**src/hw/rtl/kdsa_pkg.sv**
```systemverilog
// Shared types, constants and saturation helper for the scatter-accumulate block.
package kdsa_pkg;

  localparam int ACC_DEPTH = 4096;
  localparam int IDX_W = 12;
  localparam int ACC_W = 48;
  localparam int SMP_W = 16;
  localparam int WGT_W = 16;
  localparam int COEFF_PORTS = 4;

  typedef struct packed {
    logic mul;
    logic acc;
    logic sc_lo;
    logic sc_hi;
    logic sc_fin;
  } lane_ctrl_t;

  function automatic logic signed [ACC_W-1:0] sat48(input logic signed [ACC_W:0] v);
    logic signed [ACC_W-1:0] r;
    if (v[ACC_W] != v[ACC_W-1]) begin
      r = v[ACC_W] ? {1'b1, {(ACC_W-1){1'b0}}} : {1'b0, {(ACC_W-1){1'b1}}};
    end else begin
      r = v[ACC_W-1:0];
    end
    return r;
  endfunction

endpackage

```
**src/hw/rtl/kdsa_lane.sv**
```systemverilog
// One compartment lane: multiply-accumulate of the dot product and weight scaling.
module kdsa_lane (
  input  logic                                 clk,
  input  logic                                 rst,
  input  kdsa_pkg::lane_ctrl_t                 ctrl,
  input  logic signed [kdsa_pkg::SMP_W-1:0]    sample,
  input  logic signed [kdsa_pkg::SMP_W-1:0]    coeff,
  input  logic [kdsa_pkg::WGT_W-1:0]           weight,
  output logic signed [kdsa_pkg::ACC_W-1:0]    scaled
);
  import kdsa_pkg::*;

  logic signed [2*SMP_W-1:0] prod;
  logic signed [ACC_W-1:0]   sum;
  logic [39:0]               pp_lo;
  logic signed [40:0]        pp_hi;
  logic signed [65:0]        total;
  logic signed [65:0]        shr;
  logic signed [ACC_W-1:0]   scaled_next;

  always_comb begin
    total = (66'(pp_hi) <<< 24) + $signed({26'b0, pp_lo}) + 66'sd128;
    shr = total >>> 8;
    if (!((&shr[65:ACC_W-1]) || (~|shr[65:ACC_W-1]))) begin
      scaled_next = shr[65] ? {1'b1, {(ACC_W-1){1'b0}}} : {1'b0, {(ACC_W-1){1'b1}}};
    end else begin
      scaled_next = shr[ACC_W-1:0];
    end
  end

  always_ff @(posedge clk) begin
    if (rst) begin
      sum <= '0;
    end else if (ctrl.acc) begin
      sum <= sat48((ACC_W+1)'(sum) + (ACC_W+1)'(prod));
    end else if (ctrl.sc_fin) begin
      sum <= '0;
    end
  end

  always_ff @(posedge clk) begin
    if (ctrl.mul) begin
      prod <= sample * coeff;
    end
    if (ctrl.sc_lo) begin
      pp_lo <= sum[23:0] * weight;
    end
    if (ctrl.sc_hi) begin
      pp_hi <= $signed(sum[ACC_W-1:24]) * $signed({1'b0, weight});
    end
    if (ctrl.sc_fin) begin
      scaled <= scaled_next;
    end
  end

endmodule

```
**config.mk**
```make
export PLATFORM = sky130hd
export DESIGN_NAME = kdsa_lane
export DESIGN_NICKNAME = d
export VERILOG_FILES = /design/src/hw/rtl/kdsa_pkg.sv /design/src/hw/rtl/kdsa_lane.sv
export SDC_FILE = /design/constraint.sdc
export NUM_CORES = 2
export LEC_CHECK = 0
export CAP_MARGIN = 25
export CORE_ASPECT_RATIO = 1.1
export CORE_MARGIN = 2
export CORE_UTILIZATION = 31
export CTS_BUF_LIST = sky130_fd_sc_hd__clkbuf_8
export DETAILED_ROUTE_END_ITERATION = 7
export DONT_BUFFER_PORTS = 1
export GPL_ROUTABILITY_DRIVEN = 0
export PLACE_DENSITY = 0.53
export SLEW_MARGIN = 20
export SYNTH_ARGS = -nofsm -noshare
export SYNTH_HDL_FRONTEND = slang
export SYNTH_SLANG_ARGS = --single-unit
```
**constraint.sdc**
```tcl
create_clock -name clk -period 10.6 [get_ports clk]
set_input_delay 1.59 -clock clk [delete_from_list [all_inputs] [get_ports clk]]
set_output_delay 1.59 -clock clk [all_outputs]
set_load 0.1 [all_outputs]
```
**After elaboration in Yosys (flattened, before gate mapping)**

Index checks and enable logic that the tools add are counted.

- Bits in latches: 0
- Logic and storage cells: 23
- Register bits: 209
- ROM bits: 0
- Memories kept: 0
- Memory bits (writable): 0

- Reductions and logical operators: 5
- Add/sub/neg operators: 3
- Equal/unequal tests: 1
- $mul: 3
- Multiplexer cells: 6
- Magnitude comparators: 0
- Divide/modulo/power cells: 0
- Shifts and indexed selects: 0
- Bitwise gates (word level): 0

Operators by type and width:

| operator | count |
|---|---|
| $mux W48 | 6 |
| $add A65 B41 Y66 | 1 |
| $add A66 B9 Y66 const B | 1 |
| $add A48 B32 Y49 | 1 |
| $mul A24 B17 Y41 | 1 |
| $mul A24 B16 Y40 | 1 |
| $mul A16 B16 Y32 | 1 |
| $reduce_and A11 Y1 | 1 |
| $reduce_or A11 Y1 | 1 |
| $reduce_bool A2 Y1 | 1 |
| $logic_not A1 Y1 | 1 |
| $logic_or A1 B1 Y1 | 1 |
| $ne A1 B1 Y1 | 1 |

**Logic depth before layout (Yosys ltp)**

- Depth in word-level cells: 6
- Mapped depth: 28

**Least setup slack after synthesis**

No wires, ideal clock.

- Path kind: in2reg
- Start point: input port weight[5] (netlist name)
- End point: register pp_lo[39], data pin
- Cell stages on the path: 26
- Required time: 10.340 ns
- Path slack: 2.646 ns
- Arrival time: 7.694 ns
- Path through: clkbuf_1 > clkbuf_1 > nand2_1 > fa_1 > inv_1 > fa_1 > inv_1 > fa_1 > inv_1 > fa_1 > fa_1 > inv_1 > fa_1 > inv_1 > ha_1 > o21a_1 > o21ai_0 > a31o_2 > a41oi_1 > a211o_1 > a21oi_1 > o21a_1 > o21ai_0 > o41a_1 > a21oi_1 > xnor2_1

- Longest elaborated chain between the ends: 1

RTL lines:

| what | RTL line | text |
|---|---|---|
| start, declared | kdsa_lane.sv:8 | `input logic [kdsa_pkg::WGT_W-1:0] weight,` |
| $mul A24 B16 Y40 | kdsa_lane.sv:46 | `pp_lo <= sum[23:0] * weight;` |
| end signal, assigned | kdsa_lane.sv:46 |  |
| end, declared | kdsa_lane.sv:15 | `logic [39:0] pp_lo;` |

No other way between the ends.
A chain may end at the register's enable or synchronous reset.

**Final worst setup path**

- Start point: register sum[33]
- End point: register pp_hi[37], data pin

- Longest elaborated chain between the ends: 1

RTL lines:

| what | RTL line | text |
|---|---|---|
| start, declared | kdsa_lane.sv:14 | `logic signed [ACC_W-1:0] sum;` |
| start signal, assigned | kdsa_lane.sv:35 | `sum <= sat48((ACC_W+1)'(sum) + (ACC_W+1)'(prod));` |
| $mul A24 B17 Y41 | kdsa_lane.sv:49 | `pp_hi <= $signed(sum[ACC_W-1:24]) * $signed({1'b0, weight});` |
| end signal, assigned | kdsa_lane.sv:49 |  |
| end, declared | kdsa_lane.sv:16 | `logic signed [40:0] pp_hi;` |

No other way between the ends.

==> metrics.yaml <==
grt_antenna_before_repair: 2
drive_above_1_share_pct: 2.48
area_growth_pct: 5.96
synth_edf_count: 154
fin_util_pct: 33.1
status: "complete, no violations"
cts_setup_buffers: 0
synth_warnings: 0
cts_resized: 0
fin_nets: 6325
rr_endpoint: "pp_hi[37]$_DFFE_PP_"
fin_setup_tns_ps: 0
clockRootBuffer: "clkbuf_8"
grt_pass1_wl_um: 195000
regToRegSetupSlack_ps: 3110
syn_area_sq_mm: 0.0463
endpoint_kind: "register"
wl_um: 119000
synth_cell_types: 74
cp_cell_sequence: "nand2_1 > fa_1 > fa_1 > fa_1 > fa_1 > inv_1 > fa_1 > inv_1 > fa_1 > inv_1 > ha_1 > nand2_1 > o21ai_0 > a32oi_1 > a2111oi_0 > o31ai_1 > a21oi_1 > a21o_1 > a21oi_1 > o21bai_1 > a21oi_1 > xnor2_1"
yosys.area_share.simple_pct: 15.8
synth_common_cells: "inv_1, fa_1, nand2_1, and2_1, ha_1"
clk_latency_ps: 670
track_usage_pct: 16.1
core_region_area_sq_mm: 0.148
max_clock_freq_mhz: 134
r2r_start: "sum[33]$_SDFFE_PP0P_"
yosysSeqAreaShare_pct: 12.1
startpoint: "sum[33]$_SDFFE_PP0P_"
cp.required_ps: 11010
critPathArrivalTime_ps: 7900
async_flop_share_pct: 0
die_area_sq_mm: 0.152
initial_utilization_pct: 31.2
wl_per_cell_um: 17.1
numCtsBuffers: 41
grt_start_max_net_pins: 51
h-tree-depth: 2
path_clk_slew_ps: 60
worst_pin_slew_ps: 1030
max_stage_delay_ps: 1000
hp-start: "sum[34]$_SDFFE_PP0P_"
drv_cap: 0
worstRegToRegCells: 22
antenna_left: 0
synth_compound_area_share_pct: 6.78
drc_errors: 0
portBuffers: 0
critPathSlowestCell: "dfxtp_1"
rows: 148
critPathMostFrequentCell: "fa_1"
syn_nets: 6457
fin_skew_ps: 53.9
fin_area_sq_mm: 0.0490
cp_max_fo: 18
synth.largest_area_cell: "fa_1"
pin_count: 103
ys_ff_latch: 202
min_period_over_period_pct: 70.7
yosys-top-cells-area: "fa_1, edfxtp_1, ha_1, inv_1, nand2_1"
viasPerCell: 4.69
maxSlewViolCount: 0
tritoncts: "yes"
netlist.area_leader.share_pct: 40.9
worst-path-buf-inv: 3
dr.pass1.iters: 8
cp_top_family: "adder cells"
die_y_um: 409
dp_hpwl_um: 94000
critPathKind: "reg2reg"
synth_xor_area_share_pct: 3.77
rsz0062_at_grt: "false"
vias: 32600
cp-start-kind: "register"
holdWs_ps: 485
synthCells: 5100
drt_iter0_markers: 1757
clockBufferDepth: 3
postCtsHoldBufs: 0
die_x_um: 372
setup_viol: 0
syn_avg_cell_area_sq_um: 9.07
min_to: "sum[34]$_SDFFE_PP0P_"
ys.flop_type: "edfxtp_1"
synthAdderAreaFrac_pct: 50.6
synthMuxAreaShare_pct: 0.0893
whs_path_depth: 2
place_area_sq_mm: 0.0482
synth_top_family_by_area: "adder cells"
slew_headroom_pct: 31.1
hold_viol_final: 0
yosysMostFrequentCell: "inv_1"
overflow: 0
clock-sinks: 202
fin_crit_ps: 7490
grt_pass1_vias: 35100
min_path_type: "reg2reg"
## layout make-up
class | count | area, sq um
Fill cell | 15500 | 99100
Multi-Input combinational cell | 3554 | 35600
Sequential cell | 202 | 5590
Inverter | 1130 | 4240
Tap cell | 1950 | 2440
Clock buffer | 41 | 564
Timing Repair Buffer | 39 | 304
Clock inverter | 35 | 269
Antenna cell | 2 | 5.00
## layer usage
layer	part of all wire, %	GRT usage [%]
met4	2.1	3.51
met5	0	0
met1	46	22.2
met2	47	26.9
met3	4.7	2.01
## tightest hold or removal path: cells and delay by family (launching register included)
family | cells | cell delay (ps)
DFF | 1 | 330
AOI/OAI and AO/OA | 1 | 50
and+or+nand+nor | 1 | 60
## flip-flops by register name (all words and copies together), names as in the netlist
| name | cells |
|---|---|
| pp_lo | 33 |
| sum | 48 |
| prod | 32 |
| scaled | 48 |
| pp_hi | 41 |
## worst max-delay path by stage
stage	end	slack (ps)	cells past startpoint
4_1_cts	pp_lo[39]$_DFFE_PP_	3140	21
3_3_place_gp	pp_lo[39]$_DFFE_PP_	2570	22
2_1_floorplan	pp_lo[39]$_DFFE_PP_	2650	26
3_5_place_dp	pp_lo[39]$_DFFE_PP_	2470	22
6_report	pp_hi[37]$_DFFE_PP_	3110	22
5_1_grt	pp_hi[37]$_DFFE_PP_	2760	22
## cells in the final DEF, fill, tap and decap left out, types with 4 or more instances in the layout
cell type and count:
a2111oi_0 4, a211o_1 4, a211oi_1 17, a21o_1 49, a21oi_1 141, a31o_2 7
a31oi_1 14, and2_1 397, and3_1 24, and4_1 5, buf_4 37, bufinv_16 4
clkbuf_8 41, clkinv_1 9, clkinv_2 9, dfxtp_1 48, edfxtp_1 154, fa_1 945
ha_1 357, inv_1 1138, nand2_1 754, nand2b_1 28, nand3_1 58, nand4_1 24
nor2_1 162, nor2b_1 24, nor3_1 30, nor4_1 7, o211ai_1 12, o21a_1 29
o21ai_0 139, o21ai_1 20, o21bai_1 21, o22ai_1 4, o31ai_1 5, or2_2 5
or3_1 11, xnor2_1 134, xor2_1 64
## per-stage QoR
step,std cells,setup WS [ps]
2_1_floorplan,5100,2650
5_1_grt,6952,2760
4_1_cts,6950,3140
3_5_place_dp,6874,2470
6_report,6953,3110
3_3_place_gp,6873,2570
## cells by family (layout without fill, tap and decap cells)
logic type / count (synthesis) / in the layout
compound gates: 508 / 508
xor+xnor: 199 / 199
simple gates: 1541 / 1541
mux: 4 / 4
fa+ha+maj: 1302 / 1302
buf+inv: 1344 / 1245
other cells: 0 / 2
flops: 202 / 202
Power is not shown: default switching activity piles up to over one toggle a cycle in this logic, so the estimate is an artifact.
